## src/sv/square_free_suffix_checker_top_defines.svh

```systemverilog
// ============================================================================
// Assertion macros
// Concurrent assertion wrappers shared by the checker RTL; empty in synthesis.
// ============================================================================
`ifndef SQUARE_FREE_SUFFIX_CHECKER_TOP_DEFINES_SVH
`define SQUARE_FREE_SUFFIX_CHECKER_TOP_DEFINES_SVH

`ifndef SYNTHESIS
// Check a property on every clock edge outside reset.
`define SFSC_ASSERT(label, prop) \
   label: assert property (@(posedge clock) disable iff (reset) prop) \
      else $error("sfsc assertion failed");
// Check that a condition implies a consequence in the next cycle.
`define SFSC_ASSERT_NEXT(label, ante, cons) \
   label: assert property (@(posedge clock) disable iff (reset) (ante) |=> (cons)) \
      else $error("sfsc assertion failed");
`else
`define SFSC_ASSERT(label, prop)
`define SFSC_ASSERT_NEXT(label, ante, cons)
`endif

`endif

```

## src/sv/sfsc_pkg.sv

```systemverilog
// ============================================================================
// sfsc_pkg
// Shared constants, codes and status types of the square-free suffix checker.
// ============================================================================
package sfsc_pkg;

   localparam int MAX_LEN_DEF     = 1024;
   localparam int SYMBOL_BITS_DEF = 2;
   localparam int STRIDE_W        = 11;
   localparam int ERR_W           = 2;
   localparam int CSR_IDX_W       = 1;

   // command codes
   localparam logic OP_APPEND = 1'b0;
   localparam logic OP_REMOVE = 1'b1;

   // error codes
   localparam logic [ERR_W-1:0] ERR_NONE  = 2'd0;
   localparam logic [ERR_W-1:0] ERR_FULL  = 2'd1;
   localparam logic [ERR_W-1:0] ERR_EMPTY = 2'd2;

   // register indexes
   localparam logic [CSR_IDX_W-1:0] CSR_STRIDE_P = 1'b0;
   localparam logic [CSR_IDX_W-1:0] CSR_STRIDE_Q = 1'b1;

   localparam logic [STRIDE_W-1:0] STRIDE_P_RST = 11'd3;
   localparam logic [STRIDE_W-1:0] STRIDE_Q_RST = 11'd4;

   typedef struct packed {
      logic done;
      logic zero;
   } rem_sts_type;

   typedef struct packed {
      logic done;
      logic ok;
   } scan_sts_type;

endpackage

```

## src/sv/sfsc_req_if.sv

```systemverilog
// ============================================================================
// sfsc_req_if
// Command channel: append or remove-last, with the symbol to append.
// ============================================================================
interface sfsc_req_if #(
   parameter int SYMBOL_BITS = sfsc_pkg::SYMBOL_BITS_DEF
);
   logic                   valid;
   logic                   ready;
   logic                   operation;
   logic [SYMBOL_BITS-1:0] symbol;

   modport source (output valid, operation, symbol, input ready);
   modport sink   (input valid, operation, symbol, output ready);
endinterface

```

## src/sv/sfsc_rsp_if.sv

```systemverilog
// ============================================================================
// sfsc_rsp_if
// Result channel: check flags, word length and error code.
// ============================================================================
interface sfsc_rsp_if #(
   parameter int LEN_W = $clog2(sfsc_pkg::MAX_LEN_DEF + 1)
);
   import sfsc_pkg::*;

   logic             valid;
   logic             ready;
   logic             plain_ok;
   logic             stride_p_ok;
   logic             stride_q_ok;
   logic             all_ok;
   logic [LEN_W-1:0] word_length;
   logic [ERR_W-1:0] error_code;

   modport source (output valid, plain_ok, stride_p_ok, stride_q_ok, all_ok,
                   word_length, error_code, input ready);
   modport sink   (input valid, plain_ok, stride_p_ok, stride_q_ok, all_ok,
                   word_length, error_code, output ready);
endinterface

```

## src/sv/sfsc_csr_if.sv

```systemverilog
// ============================================================================
// sfsc_csr_if
// Register write channel: register index and write data.
// ============================================================================
interface sfsc_csr_if;
   import sfsc_pkg::*;

   logic                 valid;
   logic                 ready;
   logic [CSR_IDX_W-1:0] index;
   logic [STRIDE_W-1:0]  data;

   modport source (output valid, index, data, input ready);
   modport sink   (input valid, index, data, output ready);
endinterface

```

## src/sv/square_free_suffix_checker_top.sv

```systemverilog
// ============================================================================
// square_free_suffix_checker_top
// Word store with append and remove-last, checking the word end for squares.
// ============================================================================
// The word lives in a MAX_LEN-entry RAM with two registered read ports. A
// remove, or an append to a full store, goes from idle to the emit state,
// which loads its result into the output register once that register is
// free, and the sequencer is then back in idle for the next item. An append
// runs three checks in turn: plain, stride p, stride q.
// Each check first takes the remainder of the new position by its stride,
// one bit a cycle; when that remainder is zero it walks the periods
// 1 .. samples/2, reading one pair of stored symbols a cycle through both
// read ports. The walk over a period runs until a mismatch or a square, so
// the plain check, with the most samples, takes longest on a long word. One
// item is worked on at a time; the next item is taken once the result is in
// the output register, which holds it until the sink takes it. The RAM needs
// no clearing: only written entries are ever read, and reads start only
// after the append's write is done.
// ============================================================================
`include "square_free_suffix_checker_top_defines.svh"

module square_free_suffix_checker_top #(
   parameter int MAX_LEN     = sfsc_pkg::MAX_LEN_DEF,
   parameter int SYMBOL_BITS = sfsc_pkg::SYMBOL_BITS_DEF
) (
   input  logic       clock,
   input  logic       reset,
   sfsc_req_if.sink   req_port,
   sfsc_rsp_if.source rsp_port,
   sfsc_csr_if.sink   csr_port
);
   import sfsc_pkg::*;

   localparam int ADDR_W = $clog2(MAX_LEN);
   localparam int LEN_W  = $clog2(MAX_LEN + 1);

   // sequencer states
   localparam logic [1:0] ST_IDLE = 2'd0;
   localparam logic [1:0] ST_REM  = 2'd1;
   localparam logic [1:0] ST_SCAN = 2'd2;
   localparam logic [1:0] ST_EMIT = 2'd3;

   // check being run; also the bit of the flag vector it sets
   localparam logic [1:0] CHK_PLAIN = 2'd0;
   localparam logic [1:0] CHK_P     = 2'd1;
   localparam logic [1:0] CHK_Q     = 2'd2;

   logic [1:0]          state_ff, state_in;
   logic [LEN_W-1:0]    len_ff, len_in;
   logic [STRIDE_W-1:0] sp_ff, sp_in;
   logic [STRIDE_W-1:0] sq_ff, sq_in;
   logic [1:0]          chk_ff, chk_in;
   logic [2:0]          flags_ff, flags_in;
   logic [ERR_W-1:0]    err_ff, err_in;
   logic                rem_go_ff, rem_go_in;
   logic                scan_go_ff, scan_go_in;
   logic                rsp_valid_ff, rsp_valid_in;
   logic [2:0]          rsp_flags_ff, rsp_flags_in;
   logic [LEN_W-1:0]    rsp_len_ff, rsp_len_in;
   logic [ERR_W-1:0]    rsp_err_ff, rsp_err_in;

   logic                accept;
   logic                full;
   logic                chk_done;
   logic                chk_ok;
   logic [STRIDE_W-1:0] cur_step;
   logic [ADDR_W-1:0]   last_addr;
   logic [ADDR_W-1:0]   rd_addr_a;
   logic [ADDR_W-1:0]   rd_addr_b;
   logic [SYMBOL_BITS-1:0] rd_data_a;
   logic [SYMBOL_BITS-1:0] rd_data_b;
   logic                wr_en;
   rem_sts_type         rem_sts;
   scan_sts_type        scan_sts;

   // take a command only when no earlier one is still in work
   assign req_port.ready = (state_ff == ST_IDLE);
   assign accept         = req_port.valid && req_port.ready;
   assign full           = (len_ff == LEN_W'(MAX_LEN));
   assign csr_port.ready = 1'b1;

   // the append writes at the old length; the checks read only after that write
   assign wr_en     = accept && (req_port.operation == OP_APPEND) && !full;
   assign last_addr = ADDR_W'(len_ff - 1'b1);

   // stride zero acts as stride one
   always_comb begin
      unique case (chk_ff)
         CHK_PLAIN: cur_step = STRIDE_W'(1);
         CHK_P:     cur_step = (sp_ff == '0) ? STRIDE_W'(1) : sp_ff;
         CHK_Q:     cur_step = (sq_ff == '0) ? STRIDE_W'(1) : sq_ff;
         default:   cur_step = STRIDE_W'(1);
      endcase
   end

   // a check ends when its position is off the stride grid, or when the
   // period walk finishes
   always_comb begin
      chk_done = 1'b0;
      chk_ok   = 1'b1;
      if ((state_ff == ST_REM) && rem_sts.done) begin
         chk_done = !rem_sts.zero;
         chk_ok   = 1'b1;
      end else if ((state_ff == ST_SCAN) && scan_sts.done) begin
         chk_done = 1'b1;
         chk_ok   = scan_sts.ok;
      end
   end

   always_comb begin
      state_in     = state_ff;
      len_in       = len_ff;
      sp_in        = sp_ff;
      sq_in        = sq_ff;
      chk_in       = chk_ff;
      flags_in     = flags_ff;
      err_in       = err_ff;
      rem_go_in    = 1'b0;
      scan_go_in   = 1'b0;
      rsp_valid_in = rsp_valid_ff;
      rsp_flags_in = rsp_flags_ff;
      rsp_len_in   = rsp_len_ff;
      rsp_err_in   = rsp_err_ff;

      if (csr_port.valid && csr_port.ready) begin
         unique case (csr_port.index)
            CSR_STRIDE_P: sp_in = csr_port.data;
            CSR_STRIDE_Q: sq_in = csr_port.data;
            default:      sp_in = sp_ff;
         endcase
      end

      // drop the output item once the sink has it
      if (rsp_valid_ff && rsp_port.ready) begin
         rsp_valid_in = 1'b0;
      end

      unique case (state_ff)
         ST_IDLE: begin
            if (accept) begin
               if (req_port.operation == OP_APPEND) begin
                  if (full) begin
                     flags_in = 3'b000;
                     err_in   = ERR_FULL;
                     state_in = ST_EMIT;
                  end else begin
                     len_in    = len_ff + 1'b1;
                     err_in    = ERR_NONE;
                     flags_in  = 3'b111;
                     chk_in    = CHK_PLAIN;
                     rem_go_in = 1'b1;
                     state_in  = ST_REM;
                  end
               end else begin
                  flags_in = 3'b111;
                  if (len_ff == '0) begin
                     err_in = ERR_EMPTY;
                  end else begin
                     len_in = len_ff - 1'b1;
                     err_in = ERR_NONE;
                  end
                  state_in = ST_EMIT;
               end
            end
         end
         ST_REM, ST_SCAN: begin
            if ((state_ff == ST_REM) && rem_sts.done && rem_sts.zero) begin
               // position on the grid: walk the periods
               scan_go_in = 1'b1;
               state_in   = ST_SCAN;
            end else if (chk_done) begin
               flags_in[chk_ff] = chk_ok;
               if (chk_ff == CHK_Q) begin
                  state_in = ST_EMIT;
               end else begin
                  chk_in    = chk_ff + 1'b1;
                  rem_go_in = 1'b1;
                  state_in  = ST_REM;
               end
            end
         end
         ST_EMIT: begin
            // hold the finished item until the output register is free
            if (!rsp_valid_ff || rsp_port.ready) begin
               rsp_valid_in = 1'b1;
               rsp_flags_in = flags_ff;
               rsp_len_in   = len_ff;
               rsp_err_in   = err_ff;
               state_in     = ST_IDLE;
            end
         end
         default: state_in = ST_IDLE;
      endcase
   end

   always_ff @(posedge clock) begin
      if (reset) begin
         state_ff     <= ST_IDLE;
         len_ff       <= '0;
         sp_ff        <= STRIDE_P_RST;
         sq_ff        <= STRIDE_Q_RST;
         rem_go_ff    <= 1'b0;
         scan_go_ff   <= 1'b0;
         rsp_valid_ff <= 1'b0;
      end else begin
         state_ff     <= state_in;
         len_ff       <= len_in;
         sp_ff        <= sp_in;
         sq_ff        <= sq_in;
         rem_go_ff    <= rem_go_in;
         scan_go_ff   <= scan_go_in;
         rsp_valid_ff <= rsp_valid_in;
      end
      chk_ff       <= chk_in;
      flags_ff     <= flags_in;
      err_ff       <= err_in;
      rsp_flags_ff <= rsp_flags_in;
      rsp_len_ff   <= rsp_len_in;
      rsp_err_ff   <= rsp_err_in;
   end

   assign rsp_port.valid       = rsp_valid_ff;
   assign rsp_port.plain_ok    = rsp_flags_ff[CHK_PLAIN];
   assign rsp_port.stride_p_ok = rsp_flags_ff[CHK_P];
   assign rsp_port.stride_q_ok = rsp_flags_ff[CHK_Q];
   assign rsp_port.all_ok      = &rsp_flags_ff;
   assign rsp_port.word_length = rsp_len_ff;
   assign rsp_port.error_code  = rsp_err_ff;

   sfsc_ram #(
      .WIDTH (SYMBOL_BITS),
      .DEPTH (MAX_LEN)
   ) u_word_ram (
      .clock     (clock),
      .wr_en     (wr_en),
      .wr_addr   (len_ff[ADDR_W-1:0]),
      .wr_data   (req_port.symbol),
      .rd_addr_a (rd_addr_a),
      .rd_addr_b (rd_addr_b),
      .rd_data_a (rd_data_a),
      .rd_data_b (rd_data_b)
   );

   sfsc_rem #(
      .DIVIDEND_W (ADDR_W)
   ) u_rem (
      .clock    (clock),
      .reset    (reset),
      .go       (rem_go_ff),
      .dividend (last_addr),
      .divisor  (cur_step),
      .sts      (rem_sts)
   );

   sfsc_scan #(
      .ADDR_W (ADDR_W),
      .SYM_W  (SYMBOL_BITS)
   ) u_scan (
      .clock     (clock),
      .reset     (reset),
      .go        (scan_go_ff),
      .last      (last_addr),
      .step      (cur_step),
      .rd_addr_a (rd_addr_a),
      .rd_addr_b (rd_addr_b),
      .rd_data_a (rd_data_a),
      .rd_data_b (rd_data_b),
      .sts       (scan_sts)
   );

   // the length never runs past the store
   `SFSC_ASSERT(a_len_bound, len_ff <= LEN_W'(MAX_LEN))
   // unit completions arrive only while the sequencer waits for them
   `SFSC_ASSERT(a_rem_in_rem, rem_sts.done |-> state_ff == ST_REM)
   `SFSC_ASSERT(a_scan_in_scan, scan_sts.done |-> state_ff == ST_SCAN)
   // a successful append grows the word by exactly one symbol
   `SFSC_ASSERT_NEXT(a_append_grows, wr_en, len_ff == $past(len_ff) + 1'b1)
   // a refused append never reports a passing word
   `SFSC_ASSERT(a_full_fails, (rsp_valid_ff && rsp_err_ff == ERR_FULL) |-> !(&rsp_flags_ff))

endmodule

```

## src/sv/sfsc_ram.sv

```systemverilog
// ============================================================================
// sfsc_ram
// Generic RAM: one write port, two read ports with registered read data.
// ============================================================================
module sfsc_ram #(
   parameter int WIDTH = 2,
   parameter int DEPTH = 1024
) (
   input  logic                     clock,
   input  logic                     wr_en,
   input  logic [$clog2(DEPTH)-1:0] wr_addr,
   input  logic [WIDTH-1:0]         wr_data,
   input  logic [$clog2(DEPTH)-1:0] rd_addr_a,
   input  logic [$clog2(DEPTH)-1:0] rd_addr_b,
   output logic [WIDTH-1:0]         rd_data_a,
   output logic [WIDTH-1:0]         rd_data_b
);
   logic [WIDTH-1:0] mem [DEPTH];
   logic [WIDTH-1:0] rd_a_ff;
   logic [WIDTH-1:0] rd_b_ff;

   always_ff @(posedge clock) begin
      if (wr_en) begin
         mem[wr_addr] <= wr_data;
      end
      rd_a_ff <= mem[rd_addr_a];
      rd_b_ff <= mem[rd_addr_b];
   end

   assign rd_data_a = rd_a_ff;
   assign rd_data_b = rd_b_ff;
endmodule

```

## src/sv/sfsc_rem.sv

```systemverilog
// ============================================================================
// sfsc_rem
// Remainder of a position by a stride, restoring, one dividend bit a cycle.
// ============================================================================
module sfsc_rem #(
   parameter int DIVIDEND_W = 10
) (
   input  logic                          clock,
   input  logic                          reset,
   input  logic                          go,
   input  logic [DIVIDEND_W-1:0]         dividend,
   input  logic [sfsc_pkg::STRIDE_W-1:0] divisor,
   output sfsc_pkg::rem_sts_type         sts
);
   import sfsc_pkg::*;

   localparam int CNT_W = $clog2(DIVIDEND_W + 1);

   logic                  busy_ff, busy_in;
   logic                  done_ff, done_in;
   logic [CNT_W-1:0]      cnt_ff, cnt_in;
   logic [DIVIDEND_W-1:0] quo_ff, quo_in;
   logic [STRIDE_W-1:0]   rem_ff, rem_in;
   logic [STRIDE_W:0]     trial;
   logic [STRIDE_W:0]     diff;
   logic                  fits;

   assign trial = {rem_ff, quo_ff[DIVIDEND_W-1]};
   assign diff  = trial - {1'b0, divisor};
   assign fits  = trial >= {1'b0, divisor};

   always_comb begin
      busy_in = busy_ff;
      done_in = 1'b0;
      cnt_in  = cnt_ff;
      quo_in  = quo_ff;
      rem_in  = rem_ff;
      if (go) begin
         busy_in = 1'b1;
         cnt_in  = CNT_W'(DIVIDEND_W);
         quo_in  = dividend;
         rem_in  = '0;
      end else if (busy_ff) begin
         // trial stays below the divisor when it does not fit
         rem_in = fits ? diff[STRIDE_W-1:0] : trial[STRIDE_W-1:0];
         quo_in = quo_ff << 1;
         cnt_in = cnt_ff - 1'b1;
         if (cnt_ff == CNT_W'(1)) begin
            busy_in = 1'b0;
            done_in = 1'b1;
         end
      end
   end

   always_ff @(posedge clock) begin
      if (reset) begin
         busy_ff <= 1'b0;
         done_ff <= 1'b0;
      end else begin
         busy_ff <= busy_in;
         done_ff <= done_in;
      end
      cnt_ff <= cnt_in;
      quo_ff <= quo_in;
      rem_ff <= rem_in;
   end

   assign sts.done = done_ff;
   assign sts.zero = (rem_ff == '0);
endmodule

```

## src/sv/sfsc_scan.sv

```systemverilog
// ============================================================================
// sfsc_scan
// Square search at the word end: walks periods, one stored pair a cycle.
// ============================================================================
module sfsc_scan #(
   parameter int ADDR_W = 10,
   parameter int SYM_W  = 2
) (
   input  logic                          clock,
   input  logic                          reset,
   input  logic                          go,
   input  logic [ADDR_W-1:0]             last,
   input  logic [sfsc_pkg::STRIDE_W-1:0] step,
   output logic [ADDR_W-1:0]             rd_addr_a,
   output logic [ADDR_W-1:0]             rd_addr_b,
   input  logic [SYM_W-1:0]              rd_data_a,
   input  logic [SYM_W-1:0]              rd_data_b,
   output sfsc_pkg::scan_sts_type        sts
);
   import sfsc_pkg::*;

   localparam int SW = ((ADDR_W > STRIDE_W) ? ADDR_W : STRIDE_W) + 3;

   typedef logic signed [SW-1:0] pos_type;

   logic      run_ff, run_in;
   logic      issue_ff, issue_in;
   logic      cmp_vld_ff, cmp_vld_in;
   logic      cmp_last_ff, cmp_last_in;
   logic      done_ff, done_in;
   logic      ok_ff, ok_in;
   pos_type   a_ff, a_in;
   pos_type   b_ff, b_in;
   pos_type   low_ff, low_in;
   pos_type   bst_ff, bst_in;
   pos_type   last_ff, last_in;
   pos_type   step_ff, step_in;
   pos_type   go_last;
   pos_type   go_step;
   pos_type   go_low;
   pos_type   low_nx;
   pos_type   bst_nx;
   logic      mismatch;
   logic      square;

   assign go_last  = $signed({{(SW-ADDR_W){1'b0}}, last});
   assign go_step  = $signed({{(SW-STRIDE_W){1'b0}}, step});
   assign go_low   = go_last - go_step;
   assign low_nx   = low_ff - (step_ff + step_ff);
   assign bst_nx   = bst_ff - step_ff;
   assign mismatch = cmp_vld_ff && (rd_data_a != rd_data_b);
   assign square   = cmp_vld_ff && !mismatch && cmp_last_ff;

   assign rd_addr_a = a_ff[ADDR_W-1:0];
   assign rd_addr_b = b_ff[ADDR_W-1:0];

   always_comb begin
      run_in      = run_ff;
      issue_in    = issue_ff;
      cmp_vld_in  = cmp_vld_ff;
      cmp_last_in = cmp_last_ff;
      done_in     = 1'b0;
      ok_in       = ok_ff;
      a_in        = a_ff;
      b_in        = b_ff;
      low_in      = low_ff;
      bst_in      = bst_ff;
      last_in     = last_ff;
      step_in     = step_ff;
      if (go) begin
         last_in    = go_last;
         step_in    = go_step;
         low_in     = go_low;
         bst_in     = go_low;
         a_in       = go_last;
         b_in       = go_low;
         cmp_vld_in = 1'b0;
         // fewer than two samples: no period fits
         if (go_low < 0) begin
            run_in   = 1'b0;
            issue_in = 1'b0;
            done_in  = 1'b1;
            ok_in    = 1'b1;
         end else begin
            run_in   = 1'b1;
            issue_in = 1'b1;
         end
      end else if (run_ff) begin
         priority if (square) begin
            run_in     = 1'b0;
            issue_in   = 1'b0;
            cmp_vld_in = 1'b0;
            done_in    = 1'b1;
            ok_in      = 1'b0;
         end else if (mismatch) begin
            // drop the read in flight and move to the next period
            cmp_vld_in = 1'b0;
            if (low_nx < 0) begin
               run_in   = 1'b0;
               issue_in = 1'b0;
               done_in  = 1'b1;
               ok_in    = 1'b1;
            end else begin
               low_in   = low_nx;
               bst_in   = bst_nx;
               a_in     = last_ff;
               b_in     = bst_nx;
               issue_in = 1'b1;
            end
         end else if (issue_ff) begin
            cmp_vld_in  = 1'b1;
            cmp_last_in = (b_ff == low_ff);
            if (b_ff == low_ff) begin
               issue_in = 1'b0;
            end else begin
               a_in = a_ff - step_ff;
               b_in = b_ff - step_ff;
            end
         end else begin
            cmp_vld_in = 1'b0;
         end
      end
   end

   always_ff @(posedge clock) begin
      if (reset) begin
         run_ff     <= 1'b0;
         issue_ff   <= 1'b0;
         cmp_vld_ff <= 1'b0;
         done_ff    <= 1'b0;
      end else begin
         run_ff     <= run_in;
         issue_ff   <= issue_in;
         cmp_vld_ff <= cmp_vld_in;
         done_ff    <= done_in;
      end
      cmp_last_ff <= cmp_last_in;
      ok_ff       <= ok_in;
      a_ff        <= a_in;
      b_ff        <= b_in;
      low_ff      <= low_in;
      bst_ff      <= bst_in;
      last_ff     <= last_in;
      step_ff     <= step_in;
   end

   assign sts.done = done_ff;
   assign sts.ok   = ok_ff;
endmodule
```

## src/flat_wrapper.sv

```systemverilog
// flat-port wrapper written by rule: the top's interface ports become plain ports
module square_free_suffix_checker_top_flat import sfsc_pkg::*;
#(
   parameter int MAX_LEN     = sfsc_pkg::MAX_LEN_DEF,
   parameter int SYMBOL_BITS = sfsc_pkg::SYMBOL_BITS_DEF
)
  (clock, reset, req_port_valid, req_port_operation, req_port_symbol, req_port_ready, rsp_port_valid, rsp_port_plain_ok, rsp_port_stride_p_ok, rsp_port_stride_q_ok, rsp_port_all_ok, rsp_port_word_length, rsp_port_error_code, rsp_port_ready, csr_port_valid, csr_port_index, csr_port_data, csr_port_ready);
  sfsc_req_if #(.SYMBOL_BITS(SYMBOL_BITS)) req_port_i ();
  sfsc_rsp_if rsp_port_i ();
  sfsc_csr_if csr_port_i ();
  input  logic clock;
  input  logic reset;
  input wire logic [$bits(req_port_i.valid)-1:0] req_port_valid;
  input wire logic [$bits(req_port_i.operation)-1:0] req_port_operation;
  input wire logic [$bits(req_port_i.symbol)-1:0] req_port_symbol;
  output wire logic [$bits(req_port_i.ready)-1:0] req_port_ready;
  output wire logic [$bits(rsp_port_i.valid)-1:0] rsp_port_valid;
  output wire logic [$bits(rsp_port_i.plain_ok)-1:0] rsp_port_plain_ok;
  output wire logic [$bits(rsp_port_i.stride_p_ok)-1:0] rsp_port_stride_p_ok;
  output wire logic [$bits(rsp_port_i.stride_q_ok)-1:0] rsp_port_stride_q_ok;
  output wire logic [$bits(rsp_port_i.all_ok)-1:0] rsp_port_all_ok;
  output wire logic [$bits(rsp_port_i.word_length)-1:0] rsp_port_word_length;
  output wire logic [$bits(rsp_port_i.error_code)-1:0] rsp_port_error_code;
  input wire logic [$bits(rsp_port_i.ready)-1:0] rsp_port_ready;
  input wire logic [$bits(csr_port_i.valid)-1:0] csr_port_valid;
  input wire logic [$bits(csr_port_i.index)-1:0] csr_port_index;
  input wire logic [$bits(csr_port_i.data)-1:0] csr_port_data;
  output wire logic [$bits(csr_port_i.ready)-1:0] csr_port_ready;
  assign req_port_i.valid = req_port_valid;
  assign req_port_i.operation = req_port_operation;
  assign req_port_i.symbol = req_port_symbol;
  assign req_port_ready = req_port_i.ready;
  assign rsp_port_valid = rsp_port_i.valid;
  assign rsp_port_plain_ok = rsp_port_i.plain_ok;
  assign rsp_port_stride_p_ok = rsp_port_i.stride_p_ok;
  assign rsp_port_stride_q_ok = rsp_port_i.stride_q_ok;
  assign rsp_port_all_ok = rsp_port_i.all_ok;
  assign rsp_port_word_length = rsp_port_i.word_length;
  assign rsp_port_error_code = rsp_port_i.error_code;
  assign rsp_port_i.ready = rsp_port_ready;
  assign csr_port_i.valid = csr_port_valid;
  assign csr_port_i.index = csr_port_index;
  assign csr_port_i.data = csr_port_data;
  assign csr_port_ready = csr_port_i.ready;
  square_free_suffix_checker_top #(.MAX_LEN(MAX_LEN), .SYMBOL_BITS(SYMBOL_BITS)) u_core (.clock(clock), .reset(reset), .req_port(req_port_i), .rsp_port(rsp_port_i), .csr_port(csr_port_i));
endmodule
```

## config.mk

```make
export PLATFORM = sky130hd
export DESIGN_NAME = square_free_suffix_checker_top_flat
export DESIGN_NICKNAME = d
export VERILOG_FILES = /design/src/sv/sfsc_pkg.sv /design/src/sv/sfsc_req_if.sv /design/src/sv/sfsc_rsp_if.sv /design/src/sv/sfsc_csr_if.sv /design/src/sv/square_free_suffix_checker_top.sv /design/src/sv/sfsc_ram.sv /design/src/sv/sfsc_rem.sv /design/src/sv/sfsc_scan.sv /design/src/flat_wrapper.sv
export VERILOG_INCLUDE_DIRS = /design/src /design/src/sv
export SDC_FILE = /design/constraint.sdc
export NUM_CORES = 2
export LEC_CHECK = 0
export BUFFER_PORTS_ARGS = -buffer_cell sky130_fd_sc_hd__buf_2
export CORE_MARGIN = 4
export CORE_UTILIZATION = 45
export DETAILED_ROUTE_END_ITERATION = 10
export GPL_ROUTABILITY_DRIVEN = 1
export HOLD_SLACK_MARGIN = 0.08
export PLACE_DENSITY_LB_ADDON = 0.08
export SYNTH_ARGS = -nofsm -noshare
export SYNTH_HDL_FRONTEND = slang
export SYNTH_SLANG_ARGS = --single-unit
```

## constraint.sdc

```tcl
create_clock -name clock -period 10.5 [get_ports clock]
set_clock_uncertainty 0.1 [all_clocks]
set_input_delay 2.1 -clock clock [delete_from_list [all_inputs] [get_ports clock]]
set_output_delay 2.1 -clock clock [all_outputs]
set_load 0.005 [all_outputs]
```

* After elaboration in Yosys (flattened, before gate mapping) *
Memory sizes are Yosys's and may differ from the RTL's. A register that Yosys moved wholly into a read port is not among the register bits.
Cells that the tools add are included.

word-level totals
  input bits = 20
  output and inout port bits = 20
  memories = 1
  flip-flop bits (word level) = 171
  RAM bits = 2,048
  logic and storage cells = 235

operators by class
  reductions and logical operators = 47
  order comparisons = 5
  bitwise gates (word level) = 7
  equality and inequality tests = 26
  $add $sub $neg = 11
  mux-type cells = 107

memory list
  memory                 depth  bits a word  rd ports  clocked after memory_dff  wr ports  line            text
  u_core.u_word_ram.mem  1,024  2            2         2                         1         sfsc_ram.sv:18  logic [WIDTH-1:0] mem [DEPTH];

operator list
  cell                   count
  $mux 14                20
  $mux 11                6
  $mux 10                5
  $mux 1                 49
  $logic_not 11->1       4
  $sub 14x12->14         3
  $mux 2                 15
  $pmux 11 s2            1
  $ne 2x2->1 const B     10
  $reduce_and 4->1       4
  $mux 3                 5
  $reduce_and 5->1       3
  $eq 14x14->1           1
  $lt 14x1->1 const B    1
  $sub 14x13->14         1
  $add 11x11->12         1
  $ge 12x11->1           1
  $lt 12x1->1 const B    1
  $sub 10x11->12         1
  $add 11x1->11 const B  1
  $eq 11x11->1 const B   1
  $logic_and 1x1->1      11
  $sub 11x1->11 const B  1
  $sub 11x11->11         1
  other kinds (28)       56

* Logic depth before layout (Yosys ltp) *
  depth after elaboration = 8
  depth in mapped cells = 18
  mapped depth without buffers = 16

* Hierarchy *
Synthesis repeated with hierarchy kept, for this count alone.

unflattened totals
  cell total of the unflattened synthesis = 7,381
  area, all modules = 111,723.4 µm²

by module, submodules not included
  module                          area an instance (µm²)  instances  seq. area each (µm²)  cells each
  sfsc_ram                        100,744.1               1          61,579.1              6,209
  sfsc_scan                       6,050.8                 1          2,332.2               629
  square_free_suffix_checker_top  3,156.8                 1          1,451.4               349
  sfsc_rem                        1,771.7                 1          640.6                 194

* Worst setup path after synthesis *
OpenSTA, ideal clock, no wires.

  kind = input port to flip-flop
  start point = input req_port_operation
  end point = register u_core.len_ff[9]
  required time = 10,314 ps
  buffers on the path = 3
  arrival = 3,817 ps
  setup time = 86 ps
  setup slack = 6,497 ps
  cell stages on the path = 8
  cell sequence = clkbuf_1 -> clkinv_1 -> and3_1 -> clkbuf_1 -> nor3_1 -> buf_2 -> a21oi_1 -> a211oi_1

on the way
  longest elaborated chain between the ends = 2

RTL lines
  what                        line                                   text
  start: declaration          flat_wrapper.sv:14                     input wire logic [$bits(req_port_i.operation)-1:0] req_port_operation;
  $ne 2x2->1 (no line)        -
  $reduce_and 4->1 (no line)  -
  end signal: assignment      square_free_suffix_checker_top.sv:207  len_ff <= len_in;
  end: declaration            square_free_suffix_checker_top.sv:49   logic [LEN_W-1:0] len_ff, len_in;

Parallel ways exist; a longest one is shown, timed or not.
A chain may end at the register's enable or synchronous reset.

==> impl_metrics.csv <==
group,metric,value,unit
clocking,postCtsSetupRepairBufs,0,
sta,finalSetupTns,0,ns
place,io_buffers,38,
hold_path,hp-class,"reg2reg",
cells_and_area,num-fill-cells,20560,
global_routing,grt_pass1_vias,70170,
place,placed_area,0.1134,mm^2
logic_synthesis,synth.yosys.seq_area_share,59.88,%
drt,ant_nets,0,
clocking,cts-resized-gates,0,
drt,drtPass1Iterations,8,
worst_setup_path,required,11.17,ns
clocking,cts_sinks,2219,
status,outcome,"finished, final reports clean",
power_and_ir_drop,power_density,167.6,mW/mm^2
worst_setup_path,critPathArrivalTime,6.17,ns
clocking,cts_max_path_buffers,3,
die,die_width,502.9,um
logic_synthesis,avgSynthCellArea,15.41,um^2
place,gp_congestion,0.8919,
logic_synthesis,synth_seq_cells,2219,
die,coreArea,0.2435,mm^2
clocking,htree_num_levels,4,
drt,vias,70350,
die,die_h,502.9,um
sta,max_freq,182.1,MHz
drt,dr.first_iter.drc_count,9605,
place,placedCellCount,10000,
place,hpwl,245.3,mm
die,io_pins,40,
sta,rsz0062_at_grt,"no",
clocking,tritoncts,"built",
die,dieArea,0.2529,mm^2
cells_and_area,layout-drive-gt1-share,22.91,%
die,rows,181,
logic_synthesis,synth_area,0.1102,mm^2
global_routing,antenna_found_initial,24,
cells_and_area,mostFrequentLayoutCell,"edfxtp_1",
global_routing,grt_overflow,0,
place,pre_cts_ws,5.032,ns
worst_setup_path,critPathKind,"reg2reg",
clocking,clk_latency,0.90,ns
cells_and_area,design_area,0.1213,mm^2
logic_synthesis,synth-edff-count,2156,
clocking,clk_pin_slew,0.07,ns
sta,hold_violations,0,
logic_synthesis,synth.distinct_cells,86,
global_routing,grt_pass1_wl,541.6,mm
global_routing,grt_start_max_net_pins,219,
cells_and_area,instances_no_fill,10480,
sta,finalSetupViolations,0,
logic_synthesis,async_flop_share,0,%
sta,period_needed,5.493,ns
sta,slew_headroom,11.08,%
cells_and_area,nets,7149,
clocking,cts-root-buf,"clkbuf_16",
run,drv_cap,0,
clocking,numCtsBuffers,241,
cells_and_area,area_growth,10.05,%
sta,tightest_slew,1.331,ns
sta,period_share,52.31,%
power_and_ir_drop,p_leak,37.83,nW
drt,wl_per_cell,37.10,um
clocking,cts_hold_buf,0,
die,start_util,45.28,%
drt,routed_via_density,6.715,
drt,drc,0,
worst_setup_path,cp_max_fo,85,
worst_setup_path,cp-end-kind,"register",
worst_setup_path,crit_path_start_kind,"register",
sta,fin_ws,5.007,ns
sta,maxSlewViolCount,0,
global_routing,grt_usage,30.50,%
drt,routed_wl,388.7,mm
logic_synthesis,synth_cells,7154,
logic_synthesis,synth_warnings,0,
power_and_ir_drop,ir_worst_vdd,0.1476,mV
logic_synthesis,ys.flop_type,"edfxtp_1",
logic_synthesis,syn_nets,7258,
cells_and_area,final_cell_mix,"edfxtp_1 (2156), nor2_1 (1160), mux4_2 (933), mux2i_1 (298), nand2_1 (281)",
## layout make-up
class / count / area (um^2) / area share (%)
diodes: 17 / 42.54 / 0.03507
multi-input cells: 4255 / 40950 / 33.76
clock inverters: 167 / 1617 / 1.333
repair buffers: 260 / 2152 / 1.774
inverters: 68 / 255.2 / 0.2104
well taps: 3202 / 4006 / 3.303
clock buffers: 289 / 6272 / 5.171
flip-flops and latches: 2219 / 66010 / 54.42
## final timing paths
kind,from,end,slack [ns],depth (start not counted)
max,u_core.u_scan.b_ff[0]$_DFFE_PP_,u_core.u_word_ram.rd_data_b[1]$_DFF_P_,5.01,9
min,u_core.flags_ff[0]$_DFFE_PP_,u_core.rsp_flags_ff[0]$_DFFE_PP_,0.33,0
max reg2reg,u_core.u_scan.b_ff[0]$_DFFE_PP_,u_core.u_word_ram.rd_data_b[1]$_DFF_P_,5.01,9
min reg2reg,u_core.flags_ff[0]$_DFFE_PP_,u_core.rsp_flags_ff[0]$_DFFE_PP_,0.33,0
## routing by layer
metal  GRT usage [%]  part of all wire, %  up-vias
met3           7.067                  9.4      809
met2           48.03                   47     3831
met1           40.18                   38    37200
met4           14.72                  5.4       10
met5               0                0.017        -
li1                -                    -    28500
## registers in the layout, summed over array words and instances, names as in the netlist, 2 cells and up
register / count
u_core.u_rem.cnt_ff: 4
u_core.u_scan.step_ff: 11
u_core.rsp_flags_ff: 3
u_core.u_scan.bst_ff: 14
u_core.u_word_ram.rd_data_b: 2
u_core.u_scan.b_ff: 14
u_core.rsp_port.word_length: 11
u_core.flags_ff: 3
u_core.u_rem.rem_ff: 11
u_core.err_ff: 2
u_core.sp_ff: 11
u_core.u_scan.a_ff: 10
u_core.u_scan.low_ff: 14
u_core.u_scan.last_ff: 10
u_core.len_ff: 11
u_core.rsp_port.error_code: 2
u_core.u_rem.quo_ff: 10
u_core.state_ff: 2
u_core.u_word_ram.mem: 2048
u_core.chk_ff: 2
u_core.sq_ff: 11
u_core.u_word_ram.rd_data_a: 2
## cells in the mapped netlist, drive strengths merged (13+ instances only)
cell        n  area share [%]
edfxtp   2156              59
nor2     1167             4.0
mux4      933              19
clkbuf    332             1.1
nand2     305             1.0
mux2i     298             2.7
buf       280             2.0
a21oi     167            0.76
a22oi     144            0.98
o21ai     112            0.51
o22ai      95            0.54
nand3      86            0.39
nor3       83            0.38
ha         79            0.90
a211oi     75            0.51
inv        67            0.23
dfxtp      63             1.1
nor2b      60            0.34
a22o       56            0.44
o211ai     48            0.33
and3       47            0.27
xnor2      47            0.37
nand4      36            0.20
xor2       34            0.27
nand2b     33            0.19
nor4       31            0.18
a221oi     30            0.24
or3        28            0.16
mux2       21            0.21
a31oi      19            0.11
and2       18            0.10
or2        15           0.085
o32ai      14            0.11
a2111oi    13            0.10
a221o      13            0.12
nor3b      13           0.089
## metrics by stage
stage | hold slack (ns) | util, % | total power, W
after floorplan | 0.3003 | - | 0.01118
after global placement | 0.3134 | 46.56 | 0.01193
after detailed placement | 0.3147 | 46.57 | 0.01194
after CTS | 0.3298 | 49.81 | 0.02042
after global routing | 0.3402 | 49.81 | 0.02100
final | 0.3297 | 49.83 | 0.02033
## power breakdown
part | internal, W | switching (W)
registers | 0.00983 | 0.0000979
logic | 0.000549 | 0.00131
clock network | 0.00486 | 0.00368
total | 0.0152 | 0.00509
## critical path, stage by stage, from the launching register on
cell      delay (ns)
edfxtp_1        0.56
buf_12          0.53
buf_4           0.71
mux4_2          0.61
a22o_1          0.27
a221oi_1        0.38
o21ai_0         0.16
nor3_1          1.01
nor4_1          0.29
or4_1           0.46
## kinds of logic (layout without fill, tap and decap cells)
group                    Yosys count  count (layout)  share of synthesized area [%]
AO/OA/AOI/OAI                    880             880                          5.485
buffers and inverters            680             784                          3.352
flip-flops                      2219            2219                          59.88
other                              1              18                       0.003402
XOR/XNOR                          81              81                         0.6436
adder cells (fa/ha/maj)           84              84                         0.9876
AND/OR/NAND/NOR                 1957            1957                          7.663
multiplexers                    1252            1252                          21.98
(Power assumes the default switching activity.)
